`config.mk`:
```
export PLATFORM = sky130hd
export DESIGN_NAME = date_add_days_walker_flat
export DESIGN_NICKNAME = d
export VERILOG_FILES = /design/src/rtl/dadw_pkg.sv /design/src/rtl/dadw_in_if.sv /design/src/rtl/dadw_out_if.sv /design/src/rtl/dadw_month_step.sv /design/src/rtl/date_add_days_walker.sv /design/src/flat_wrapper.sv
export SDC_FILE = /design/constraint.sdc
export NUM_CORES = 1
export LEC_CHECK = 0
export BUFFER_PORTS_ARGS = -buffer_cell sky130_fd_sc_hd__buf_2
export CORE_UTILIZATION = 66
export CTS_CLUSTER_DIAMETER = 30
export DETAILED_ROUTE_END_ITERATION = 7
export PLACE_DENSITY_LB_ADDON = 0.25
export SLEW_MARGIN = 20
export SYNTH_ARGS = -nofsm -noshare
export SYNTH_HDL_FRONTEND = slang
export SYNTH_SLANG_ARGS = --single-unit
```
`constraint.sdc`:
```
create_clock -name i_clk -period 19.1 [get_ports i_clk]
set_clock_uncertainty 0.15 [all_clocks]
set_input_delay 1.91 -clock i_clk [delete_from_list [all_inputs] [get_ports i_clk]]
set_output_delay 1.91 -clock i_clk [all_outputs]
set_load 0.02 [all_outputs]
```
`src/rtl/dadw_pkg.sv`:
```
// Shared types, constants and calendar functions for the date walker.
package dadw_pkg;

    localparam logic [13:0] YEAR_MAX   = 14'd16383;
    localparam logic [13:0] YEAR_CYCLE = 14'd400;
    localparam logic [8:0]  YMOD_LAST  = 9'd399;
    localparam logic [3:0]  MONTH_JAN  = 4'd1;
    localparam logic [3:0]  MONTH_FEB  = 4'd2;
    localparam logic [3:0]  MONTH_DEC  = 4'd12;
    localparam logic [4:0]  DAY_LAST_DEC = 5'd31;
    localparam logic [2:0]  WDAY_LAST  = 3'd7;

    typedef struct packed {
        logic [13:0] year;
        logic [3:0]  month;
        logic [4:0]  day;
    } t_date;

    typedef struct packed {
        logic done;
        logic oor;
    } t_step_ctl;

    function automatic logic is_leap(input logic [1:0] ylow, input logic [8:0] ymod);
        logic century;
        century = (ymod == 9'd100) || (ymod == 9'd200) || (ymod == 9'd300);
        return (ylow == 2'd0) && !century;
    endfunction

    function automatic logic [4:0] month_len(input logic leap, input logic [3:0] month);
        logic [4:0] len;
        unique case (month)
            4'd1, 4'd3, 4'd5, 4'd7, 4'd8, 4'd10, 4'd12: len = 5'd31;
            4'd4, 4'd6, 4'd9, 4'd11:                    len = 5'd30;
            MONTH_FEB:                                  len = leap ? 5'd29 : 5'd28;
            default:                                    len = 5'd31;
        endcase
        return len;
    endfunction

    function automatic logic [5:0] mod7(input logic [5:0] v);
        logic [5:0] t;
        t = v;
        if (t >= 6'd56) t = t - 6'd56;
        if (t >= 6'd28) t = t - 6'd28;
        if (t >= 6'd14) t = t - 6'd14;
        if (t >= 6'd7)  t = t - 6'd7;
        return t;
    endfunction

endpackage

```
`src/rtl/dadw_in_if.sv`:
```
// Valid/ready channel carrying one start date and day offset per beat.
interface dadw_in_if #(
    parameter int OFFSET_BITS = 21
);
    logic                          valid;
    logic                          ready;
    logic        [13:0]            start_year;
    logic        [3:0]             start_month;
    logic        [4:0]             start_day;
    logic        [2:0]             start_weekday;
    logic signed [OFFSET_BITS-1:0] day_offset;

    modport source (output valid, start_year, start_month, start_day, start_weekday,
                    day_offset, input ready);
    modport sink   (input valid, start_year, start_month, start_day, start_weekday,
                    day_offset, output ready);
endinterface

```
`src/rtl/dadw_out_if.sv`:
```
// Valid/ready channel carrying one resulting date per beat.
interface dadw_out_if;
    logic        valid;
    logic        ready;
    logic [13:0] end_year;
    logic [3:0]  end_month;
    logic [4:0]  end_day;
    logic [2:0]  end_weekday;
    logic        out_of_range;

    modport source (output valid, end_year, end_month, end_day, end_weekday, out_of_range,
                    input ready);
    modport sink   (input valid, end_year, end_month, end_day, end_weekday, out_of_range,
                    output ready);
endinterface

```
`src/rtl/dadw_month_step.sv`:
```
// Month step unit: moves the date by one month or finishes the walk.
module dadw_month_step #(
    parameter int OFFSET_BITS = 21
) (
    input  dadw_pkg::t_date          i_date,
    input  logic [8:0]               i_ymod,
    input  logic [OFFSET_BITS-1:0]   i_rem,
    input  logic                     i_back,
    output dadw_pkg::t_date          o_date,
    output logic [8:0]               o_ymod,
    output logic [OFFSET_BITS-1:0]   o_rem,
    output logic [4:0]               o_delta,
    output dadw_pkg::t_step_ctl      o_ctl
);
    logic       w_leap;
    logic [4:0] w_len;
    logic [4:0] w_room;
    logic [5:0] w_take;
    logic       w_fits;

    assign w_leap = dadw_pkg::is_leap(i_date.year[1:0], i_ymod);
    assign w_len  = dadw_pkg::month_len(w_leap, i_date.month);
    assign w_room = i_back ? (i_date.day - 5'd1) : (w_len - i_date.day);
    assign w_take = i_back ? {1'b0, i_date.day} : ({1'b0, w_room} + 6'd1);
    assign w_fits = i_rem <= OFFSET_BITS'(w_room);

    always_comb begin
        o_date  = i_date;
        o_ymod  = i_ymod;
        o_rem   = i_rem;
        o_delta = w_room;
        o_ctl   = '0;
        if (w_fits) begin
            o_delta    = i_rem[4:0];
            o_rem      = '0;
            o_ctl.done = 1'b1;
            o_date.day = i_back ? (i_date.day - i_rem[4:0]) : (i_date.day + i_rem[4:0]);
        end else if (!i_back) begin
            if (i_date.month == dadw_pkg::MONTH_DEC && i_date.year == dadw_pkg::YEAR_MAX) begin
                o_date.day = w_len;
                o_ctl.done = 1'b1;
                o_ctl.oor  = 1'b1;
            end else begin
                o_delta    = w_take[4:0];
                o_rem      = i_rem - OFFSET_BITS'(w_take);
                o_date.day = 5'd1;
                if (i_date.month == dadw_pkg::MONTH_DEC) begin
                    o_date.month = dadw_pkg::MONTH_JAN;
                    o_date.year  = i_date.year + 14'd1;
                    o_ymod       = (i_ymod == dadw_pkg::YMOD_LAST) ? 9'd0 : i_ymod + 9'd1;
                end else begin
                    o_date.month = i_date.month + 4'd1;
                end
            end
        end else begin
            if (i_date.month == dadw_pkg::MONTH_JAN && i_date.year == 14'd0) begin
                o_date.day = 5'd1;
                o_ctl.done = 1'b1;
                o_ctl.oor  = 1'b1;
            end else begin
                o_delta = w_take[4:0];
                o_rem   = i_rem - OFFSET_BITS'(w_take);
                if (i_date.month == dadw_pkg::MONTH_JAN) begin
                    o_date.month = dadw_pkg::MONTH_DEC;
                    o_date.day   = dadw_pkg::DAY_LAST_DEC;
                    o_date.year  = i_date.year - 14'd1;
                    o_ymod       = (i_ymod == 9'd0) ? dadw_pkg::YMOD_LAST : i_ymod - 9'd1;
                end else begin
                    o_date.month = i_date.month - 4'd1;
                    o_date.day   = dadw_pkg::month_len(w_leap, i_date.month - 4'd1);
                end
            end
        end
    end
endmodule

```
`src/rtl/date_add_days_walker.sv`:
```
// Top level: sequencer, weekday tracking and output register of the date walker.
//
//  channel | dir | fields
//  i_in    | in  | start_year, start_month, start_day, start_weekday, day_offset
//  o_out   | out | end_year, end_month, end_day, end_weekday, out_of_range
//
// Each beat is accepted, then the start year is reduced to its year-mod-400 residue
// by repeated subtraction, then the month step unit crosses month boundaries one
// at a time until the walk finishes. i_in.ready is high only while idle.
// Reset is synchronous, active low, and clears control state only.
// The result waits in the output register; a new beat is taken meanwhile, and the
// walk holds on its last step while the previous result is still untaken.
module date_add_days_walker #(
    parameter int OFFSET_BITS = 21
) (
    input  logic        i_clk,
    input  logic        i_rst_n,
    dadw_in_if.sink     i_in,
    dadw_out_if.source  o_out
);
    localparam logic [1:0] S_IDLE   = 2'd0;
    localparam logic [1:0] S_REDUCE = 2'd1;
    localparam logic [1:0] S_WALK   = 2'd2;

    logic [1:0]             r_state;
    dadw_pkg::t_date        r_date;
    logic [13:0]            r_ymod;
    logic [OFFSET_BITS-1:0] r_rem;
    logic                   r_back;
    logic [2:0]             r_wday;
    logic                   r_out_valid;
    dadw_pkg::t_date        r_out_date;
    logic [2:0]             r_out_wday;
    logic                   r_out_oor;

    dadw_pkg::t_date        n_date;
    logic [8:0]             n_ymod;
    logic [OFFSET_BITS-1:0] n_rem;
    logic [4:0]             w_delta;
    dadw_pkg::t_step_ctl    w_ctl;
    logic [2:0]             n_wday;
    logic [5:0]             w_wsum;
    logic [5:0]             w_wmod;
    logic [OFFSET_BITS-1:0] w_off;
    logic                   w_accept;
    logic                   w_stall;
    logic                   w_finish;
    logic [4:0]             w_len;

    dadw_month_step #(.OFFSET_BITS(OFFSET_BITS)) u_step (
        .i_date  (r_date),
        .i_ymod  (r_ymod[8:0]),
        .i_rem   (r_rem),
        .i_back  (r_back),
        .o_date  (n_date),
        .o_ymod  (n_ymod),
        .o_rem   (n_rem),
        .o_delta (w_delta),
        .o_ctl   (w_ctl)
    );

    assign w_off    = i_in.day_offset;
    assign w_accept = i_in.valid && i_in.ready;
    assign w_stall  = w_ctl.done && r_out_valid && !o_out.ready;
    assign w_finish = (r_state == S_WALK) && w_ctl.done && !w_stall;
    assign w_wsum   = r_back ? ({3'b0, r_wday} - 6'd1 + 6'd35 - {1'b0, w_delta})
                             : ({3'b0, r_wday} - 6'd1 + {1'b0, w_delta});
    assign w_wmod   = dadw_pkg::mod7(w_wsum);
    assign n_wday   = w_wmod[2:0] + 3'd1;
    assign w_len    = dadw_pkg::month_len(dadw_pkg::is_leap(r_date.year[1:0], r_ymod[8:0]),
                                          r_date.month);

    assign i_in.ready         = (r_state == S_IDLE);
    assign o_out.valid        = r_out_valid;
    assign o_out.end_year     = r_out_date.year;
    assign o_out.end_month    = r_out_date.month;
    assign o_out.end_day      = r_out_date.day;
    assign o_out.end_weekday  = r_out_wday;
    assign o_out.out_of_range = r_out_oor;

    always_ff @(posedge i_clk) begin
        if (!i_rst_n) begin
            r_state     <= S_IDLE;
            r_out_valid <= 1'b0;
        end else begin
            r_out_valid <= w_finish || (r_out_valid && !o_out.ready);
            unique case (r_state)
                S_IDLE: begin
                    if (w_accept) r_state <= S_REDUCE;
                end
                S_REDUCE: begin
                    if (r_ymod < dadw_pkg::YEAR_CYCLE) r_state <= S_WALK;
                end
                S_WALK: begin
                    if (w_finish) r_state <= S_IDLE;
                end
                default: r_state <= S_IDLE;
            endcase
        end
    end

    always_ff @(posedge i_clk) begin
        if (w_accept) begin
            r_date.year <= i_in.start_year;
            priority if (i_in.start_month == 4'd0) begin
                r_date.month <= dadw_pkg::MONTH_JAN;
            end else if (i_in.start_month > dadw_pkg::MONTH_DEC) begin
                r_date.month <= dadw_pkg::MONTH_DEC;
            end else begin
                r_date.month <= i_in.start_month;
            end
            r_date.day <= (i_in.start_day == 5'd0) ? 5'd1 : i_in.start_day;
            r_wday     <= (i_in.start_weekday == 3'd0) ? dadw_pkg::WDAY_LAST
                                                       : i_in.start_weekday;
            r_ymod     <= i_in.start_year;
            r_back     <= w_off[OFFSET_BITS-1];
            r_rem      <= w_off[OFFSET_BITS-1] ? (~w_off + OFFSET_BITS'(1)) : w_off;
        end else if (r_state == S_REDUCE) begin
            if (r_ymod >= dadw_pkg::YEAR_CYCLE) begin
                r_ymod <= r_ymod - dadw_pkg::YEAR_CYCLE;
            end else if (r_date.day > w_len) begin
                r_date.day <= w_len;
            end
        end else if (r_state == S_WALK && !w_stall) begin
            r_date <= n_date;
            r_ymod <= {5'b0, n_ymod};
            r_rem  <= n_rem;
            r_wday <= n_wday;
            if (w_ctl.done) begin
                r_out_date <= n_date;
                r_out_wday <= n_wday;
                r_out_oor  <= w_ctl.oor;
            end
        end
    end

`ifndef SYNTHESIS
    a_accept_reduce: assert property (@(posedge i_clk) disable iff (!i_rst_n)
        w_accept |=> (r_state == S_REDUCE))
        else $error("accepted beat did not start year reduction");
    a_rem_falls: assert property (@(posedge i_clk) disable iff (!i_rst_n)
        (r_state == S_WALK) |=> (r_rem <= $past(r_rem)))
        else $error("remaining day count grew during walk");
    a_ymod_range: assert property (@(posedge i_clk) disable iff (!i_rst_n)
        (r_state == S_WALK) |-> (r_ymod < dadw_pkg::YEAR_CYCLE))
        else $error("year residue out of range during walk");
    a_wday_range: assert property (@(posedge i_clk) disable iff (!i_rst_n)
        (r_state == S_WALK) |-> (r_wday != 3'd0))
        else $error("weekday zero during walk");
    a_done_loads: assert property (@(posedge i_clk) disable iff (!i_rst_n)
        (r_state == S_WALK && w_ctl.done && !w_stall) |=> r_out_valid)
        else $error("finished walk did not present a result");
`endif
endmodule
```
`src/flat_wrapper.sv`:
```
// flat-port wrapper written by rule: the top's interface ports become plain ports
module date_add_days_walker_flat 
#(
    parameter int OFFSET_BITS = 21
)
  (i_clk, i_rst_n, i_in_valid, i_in_start_year, i_in_start_month, i_in_start_day, i_in_start_weekday, i_in_day_offset, i_in_ready, o_out_valid, o_out_end_year, o_out_end_month, o_out_end_day, o_out_end_weekday, o_out_out_of_range, o_out_ready);
  dadw_in_if #(.OFFSET_BITS(OFFSET_BITS)) i_in_i ();
  dadw_out_if o_out_i ();
  input  logic i_clk;
  input  logic i_rst_n;
  input wire logic [$bits(i_in_i.valid)-1:0] i_in_valid;
  input wire logic [$bits(i_in_i.start_year)-1:0] i_in_start_year;
  input wire logic [$bits(i_in_i.start_month)-1:0] i_in_start_month;
  input wire logic [$bits(i_in_i.start_day)-1:0] i_in_start_day;
  input wire logic [$bits(i_in_i.start_weekday)-1:0] i_in_start_weekday;
  input wire logic [$bits(i_in_i.day_offset)-1:0] i_in_day_offset;
  output wire logic [$bits(i_in_i.ready)-1:0] i_in_ready;
  output wire logic [$bits(o_out_i.valid)-1:0] o_out_valid;
  output wire logic [$bits(o_out_i.end_year)-1:0] o_out_end_year;
  output wire logic [$bits(o_out_i.end_month)-1:0] o_out_end_month;
  output wire logic [$bits(o_out_i.end_day)-1:0] o_out_end_day;
  output wire logic [$bits(o_out_i.end_weekday)-1:0] o_out_end_weekday;
  output wire logic [$bits(o_out_i.out_of_range)-1:0] o_out_out_of_range;
  input wire logic [$bits(o_out_i.ready)-1:0] o_out_ready;
  assign i_in_i.valid = i_in_valid;
  assign i_in_i.start_year = i_in_start_year;
  assign i_in_i.start_month = i_in_start_month;
  assign i_in_i.start_day = i_in_start_day;
  assign i_in_i.start_weekday = i_in_start_weekday;
  assign i_in_i.day_offset = i_in_day_offset;
  assign i_in_ready = i_in_i.ready;
  assign o_out_valid = o_out_i.valid;
  assign o_out_end_year = o_out_i.end_year;
  assign o_out_end_month = o_out_i.end_month;
  assign o_out_end_day = o_out_i.end_day;
  assign o_out_end_weekday = o_out_i.end_weekday;
  assign o_out_out_of_range = o_out_i.out_of_range;
  assign o_out_i.ready = o_out_ready;
  date_add_days_walker #(.OFFSET_BITS(OFFSET_BITS)) u_core (.i_clk(i_clk), .i_rst_n(i_rst_n), .i_in(i_in_i), .o_out(o_out_i));
endmodule
```
; ---- Yosys cells after proc, flatten, opt, wreduce, memory -nomap -nowiden
; Index checks and enable logic that the tools add are counted.
[op_classes]
reduce_logical = 35
order_cmp = 9
n_eq_ne = 32
bitwise = 3
add_sub_neg = 23
mux = 67
[ops]
columns = op, count
row1 = $mux 21, 8
row2 = $mux 14, 6
row3 = $mux 9, 9
row4 = $mux 18, 4
row5 = $mux 23, 3
row6 = $mux 5, 13
row7 = $mux 6, 5
row8 = $add 21x1->21 const B, 1
row9 = $le 21x5->1, 1
row10 = $not 21->21, 1
row11 = $sub 21x6->21, 1
row12 = $eq 4x4->1 const B, 5
row13 = $pmux 5 s2, 2
row14 = $eq 9x9->1 const B, 2
row15 = $eq 4x3->1 const B, 4
row16 = $mux 3, 5
row17 = $add 14x1->14 const B, 1
row18 = $eq 14x14->1 const B, 1
row19 = $ge 14x9->1 const B, 1
row20 = $logic_not 14->1, 1
row21 = $lt 14x9->1 const B, 1
row22 = $sub 14x1->14 const B, 1
row23 = $sub 14x9->14 const B, 1
row24 = $mux 2, 6
row25 = 56 further kinds, 86
[totals]
out_inout_bits = 29
elab_cells = 184
inputBits = 51
register_bits = 92

; ---- Depth between registers and ports, before layout
[depth]
depth_word = 28
ltp_mapped = 53
ltp_nobuf = 50

; ---- Modules after synthesis
; A second synthesis with hierarchy kept.
[hier_totals]
cells_unflattened = 1052
area_unflattened_um2 = 8831.0
[by_module_without_submodules]
columns = module, area_per_inst_um2, cells_each, seq_area_each_um2, instances
row1 = date_add_days_walker, 5451.5, 523, 2732.6, 1
row2 = dadw_month_step, 3379.5, 529, 0.0, 1

; ---- Worst setup path after synthesis
; Ideal clock, no wire load.
[synth_path]
path_type = register -> register
start = register u_core.r_ymod[4]
end = register u_core.r_wday[2], data pin
path_slack_ps = 9362
path_stages_with_launch = 48
period_less_slack_ps = 9738
setup_ps = 255
required_ps = 18695
arrival_time_ps = 9333
path_buffers = 3
cell_sequence = edfxtp_1 > inv_1 > ha_1 > and4b_1 > o21ai_0 > o22ai_1 > nand2_1 > nand2_1 > a221oi_1 > a21oi_1 > ha_1 > fa_1 > o21ai_0 > xor2_1 > inv_1 > ha_1 > and3_1 > o21ai_0 > [12 not listed] > a211o_1 > nand3_2 > a21oi_1 > ha_1 > inv_1 > a31oi_4 > nand2b_2 > a21o_1 > nand2_1 > ha_1 > inv_1 > or4b_4 > a31oi_2 > o21a_1 > mux2_2 > ha_1 > or3_1 > a31o_1
[synth_via]
elab_chain_len = 28
word_cells_on_any_way = 37
cone_classes = add/sub (9) / order compare (5) / eq/ne (3) / mux (16) / reduce/logical (4)
[synth_lines]
columns = element, line
row1 = from (decl), date_add_days_walker.sv:27  ; logic [13:0] r_ymod;
row2 = from (signal assigned), date_add_days_walker.sv:115  ; r_ymod <= i_in.start_year;
row3 = from (signal assigned), date_add_days_walker.sv:120  ; r_ymod <= r_ymod - dadw_pkg::YEAR_CYCLE;
row4 = from (signal assigned), date_add_days_walker.sv:126  ; r_ymod <= {5'b0, n_ymod};
row5 = $eq 9x7->1 or $eq 9x8->1 (tied branches), dadw_pkg.sv:26  ; century = (ymod == 9'd100) || (ymod == 9'd200) || (ymod == 9'd300);
row6 = $logic_or 1x1->1, dadw_pkg.sv:26
row7 = $logic_or 1x1->1 (*), dadw_pkg.sv:26
row8 = $logic_not 1->1 (*), dadw_pkg.sv:27  ; return (ylow == 2'd0) && !century;
row9 = $logic_and 1x1->1 (*), dadw_pkg.sv:27
row10 = $mux 1 (*), dadw_pkg.sv:35  ; MONTH_FEB: len = leap ? 5'd29 : 5'd28;
row11 = $pmux 5 s2 (*), n/a
row12 = $sub 5x5->5 (*), dadw_month_step.sv:23  ; assign w_room = i_back ? (i_date.day - 5'd1) : (w_len - i_date.day);
row13 = [12 not listed], n/a
row14 = $sub 6x4->6 or $ge 6x4->1 (tied branches), dadw_pkg.sv:46  ; if (t >= 6'd14) t = t - 6'd14;
row15 = $mux 6 (*), dadw_pkg.sv:46
row16 = $ge 6x3->1 or $sub 3x3->3 (tied branches), dadw_pkg.sv:47  ; if (t >= 6'd7) t = t - 6'd7;
row17 = $mux 3 (*), dadw_pkg.sv:47
row18 = $add 3x1->3 (*), date_add_days_walker.sv:69  ; assign n_wday = w_wmod[2:0] + 3'd1;
row19 = $mux 3 (*), date_add_days_walker.sv:124  ; end else if (r_state == S_WALK && !w_stall) begin
row20 = $mux 3 (*), date_add_days_walker.sv:118  ; end else if (r_state == S_REDUCE) begin
row21 = $mux 3 (*), date_add_days_walker.sv:103  ; if (w_accept) begin
row22 = to (signal assigned), date_add_days_walker.sv:113  ; r_wday <= (i_in.start_weekday == 3'd0) ? dadw_pkg::WDAY_LAST
row23 = to (signal assigned), date_add_days_walker.sv:128  ; r_wday <= n_wday;
row24 = to (decl), date_add_days_walker.sv:30  ; logic [2:0] r_wday;
; Every way passes the cells marked *; elsewhere a longest branch is shown, timed or not. The select of a mux whose other input is x is not followed.
; A chain may end at the register's enable or synchronous reset.

; ---- Worst setup path after layout
; Same ends and word-level chain as after synthesis.

==> run_results.csv <==
group,metric,value,unit
status,status,"complete, no violations",
clock_tree,clock_path_buffers,2,
cells_and_area,syn2layout_area_growth,8.481,%
setup_path,max_stage_delay,0.59,ns
routing,vias_per_cell,6.348,
logic_synthesis,async_reset_ff_share,0,%
setup_path,crit_required,19.07,ns
setup_path,cp_max_fo,20,
logic_synthesis,yosysWarnings,0,
cells_and_area,num-nets-final,1092,
timing,setup_slack,8.557,ns
logic_synthesis,ys_types,89,
clock_tree,clk_latency,0.35,ns
placement,gp_congestion,0.9156,
placement,placed_area,0.008492,mm2
die,die_h,112.6,um
routing,drt_pass1_iterations,5,
timing,tightest_slew,1.104,ns
cells_and_area,stdcell_count,1133,
timing,finalCritPeriodShare,55.20,%
timing,maxSlewViolCount,0,
timing,rsz0062_at_grt,"no",
setup_path,critPathKind,"flip-flop to flip-flop",
setup_path,reg2reg_slack,8.56,ns
logic_synthesis,yosysTopAreaCellShare,33.12,%
clock_tree,htree_num_levels,3,
clock_tree,post_cts_resize_count,0,
power_and_ir_drop,vdd_drop_max,0.1397,mV
timing,timing.setup.tns,0,ns
setup_path,cp_common_cell,"ha_1",
cells_and_area,diodes,0,
logic_synthesis,netlist_area,0.008070,mm2
global_route,grt_util_all_layers,31.13,%
cells_and_area,final_util,73.19,%
setup_path,regToRegStartpoint,"u_core.r_ymod[4]",
clock_tree,root_buffer,"clkbuf_16",
routing,post_drt_wl_per_cell,17.14,um
global_route,antenna_found_initial,0,
clock_tree,hold_buffers,0,
worst_hold_path,holdPathStages,2,
placement,numPortBuffers,79,
routing,postRouteAntennaNets,0,
timing,period_needed,10.54,ns
die,core,0.01196,mm2
worst_hold_path,hold_path.class,"flip-flop to flip-flop",
clock_tree,cts.sinks,92,
clock_tree,postCtsSetupBuffers,0,
routing,routed_wl,19420,um
placement,post-dp-hpwl,14400,um
global_route,grt_pass1_wl,31300,um
clock_tree,cts_made_buffers,9,
clock_tree,path_clk_slew,0.07,ns
cells_and_area,final_cell_mix,"121 x nor2_1, 95 x nand2_1, 89 x edfxtp_1, 79 x buf_2, 55 x ha_1",
die,num_rows,40,
logic_synthesis,synthFlopType,"edfxtp_1",
logic_synthesis,netlist_top_cells_area,"edfxtp_1 33%, ha_1 8.5%, nor2_1 5.6%",
logic_synthesis,ys_seq_elements,92,
die,ioPinCount,80,
timing,hold_violations,0,
global_route,grt_max_degree,54,
setup_path,cp-start-kind,"flip-flop",
routing,first_iter_violations,804,
timing,timing.fmax,94.85,MHz
setup_path,end_kind,"flip-flop",
clock_tree,cts_tree,"done",
timing,relSlewSlack,26.29,%
setup_path,r2r_end,"u_core.r_wday[2]",
cells_and_area,layout-drive-gt1-share,13.08,%
die,dieArea,0.01267,mm2
global_route,grt-ovfl-total,0,
routing,vias,7192,
setup_path,slowest_stage,"and2_1",
cells_and_area,mostFrequentLayoutCell,"nor2_1",
logic_synthesis,synth_enable_flop_cells,89,
power_and_ir_drop,p_per_area,159.0,mW/mm2
logic_synthesis,synth_nets,1046,
routing,route.detailed.drc,0,
power_and_ir_drop,leakage,3.551,nW
logic_synthesis,avgSynthCellArea,8.613,um2
logic_synthesis,synth.largest_area_cell,"edfxtp_1",
logic_synthesis,seq_area_frac_synth,33.86,%
worst_hold_path,min_from,"u_core.o_out.valid",
placement,place_inst,1119,
global_route,grt_pass1_vias,6361,
setup_path,r2r_cells,48,
die,initial_utilization,67.47,%
die,die_w,112.6,um
placement,pre_cts_ws,8.730,ns
cells_and_area,stdcell_area,0.008755,mm2
worst_hold_path,min_to,"u_core.o_out.valid",
logic_synthesis,syn_inst,937,
setup_path,cp.arrival,10.51,ns
timing,finalSetupViolCount,0,
job,max_cap_viol_count,0,
[where the power goes]
part           switching (W)  total [W]  internal (W)
clock              0.0000786   0.000166     0.0000875
sequential         0.0000336   0.000326      0.000293
combinational       0.000504   0.000900      0.000396
[metrics by stage]
stage | hold slack [ns] | total power, W
finish | 0.3947 | 0.001392
detailed placement | 0.3862 | 0.001217
global route | 0.4698 | 0.001501
CTS | 0.3989 | 0.001384
floorplan | 0.4078 | 0.001043
global placement | 0.3832 | 0.001188
[sequential cells by signal, indices dropped and copies added, names as in the netlist]
name / count
u_core.r_state: 2
u_core.r_ymod: 14
u_core.o_out.end_weekday: 3
u_core.r_date: 23
u_core.r_back: 1
u_core.r_rem: 21
u_core.o_out.valid: 1
u_core.o_out.end_month: 4
u_core.o_out.end_day: 5
u_core.o_out.end_year: 14
u_core.o_out.out_of_range: 1
u_core.r_wday: 3
[cells in the mapped netlist, types with 3 or more instances]
library cell  count
a211o_1           3
a211oi_1          3
a21boi_0          3
a21o_1           11
a21oi_1          53
a22oi_1           4
a31oi_1          13
a41oi_1           3
and2_1            7
and3_1            9
buf_1             4
buf_2             8
clkbuf_1         35
dfxtp_1           3
edfxtp_1         89
fa_1              3
ha_1             55
inv_1            48
mux2_2            3
mux2i_1           7
nand2_1          95
nand2b_1          9
nand3_1          21
nand4_1          12
nor2_1          121
nor2b_1          11
nor3_1           20
nor3b_1           3
nor4_1           10
nor4b_1           3
o211ai_1          5
o21ai_0          52
o221ai_1          4
o22a_1            3
o22ai_1          25
o31ai_1          10
or2_2             4
or3_1            15
or4_1             6
xnor2_1          49
xor2_1           40
[cell type report]
cell class / instances / area, um2
Clock inverter: 5 / 37.54
Tap cell: 147 / 183.9
Sequential cell: 92 / 2733
Inverter: 50 / 190.2
Clock buffer: 9 / 225.2
Fill cell: 915 / 3207
Multi-Input combinational cell: 746 / 4952
Timing Repair Buffer: 84 / 432.9
[cells by family after synthesis]
| family | after synthesis | synth area share (%) |
|---|---|---|
| compound gates | 221 | 18.20 |
| xor+xnor | 90 | 9.861 |
| fa+ha+maj | 58 | 9.271 |
| buf+inv | 99 | 4.853 |
| flops | 92 | 33.86 |
| mux | 12 | 1.752 |
| simple gates | 365 | 22.20 |
[metal layers]
layer	global-route usage (%)	wire [um]	vias to the layer above	part of all wire, %
met5	0	0	-	0
met4	11.11	483	0	2.5
met3	5.022	1722	48	8.9
met2	46.42	8482	336	44
met1	45.72	8730	3321	45
li1	-	-	3487	-
[worst max path at each step]
stage	start	slack, ns	endpoint
after global placement	u_core.r_ymod[4]	9.03	u_core.r_wday[2]
after CTS	u_core.r_ymod[4]	8.69	u_core.r_wday[2]
after floorplan	u_core.r_ymod[4]	9.36	u_core.r_wday[2]
after detailed placement	u_core.r_ymod[4]	8.73	u_core.r_wday[2]
after global routing	u_core.r_ymod[4]	7.82	u_core.r_wday[2]
final	u_core.r_ymod[4]	8.56	u_core.r_wday[2]
[critical path, delay by kind of cell, from the launching register on]
kind                     cells  cell delay (ns)
AO/OA/AOI/OAI               17             2.93
XOR/XNOR                     2             0.49
adder cells (fa/ha/maj)     10             2.74
buffers and inverters        6             0.92
flip-flops                   1             0.48
multiplexers                 1             0.28
AND/OR/NAND/NOR             12             2.28
(Power assumes the default switching activity.)
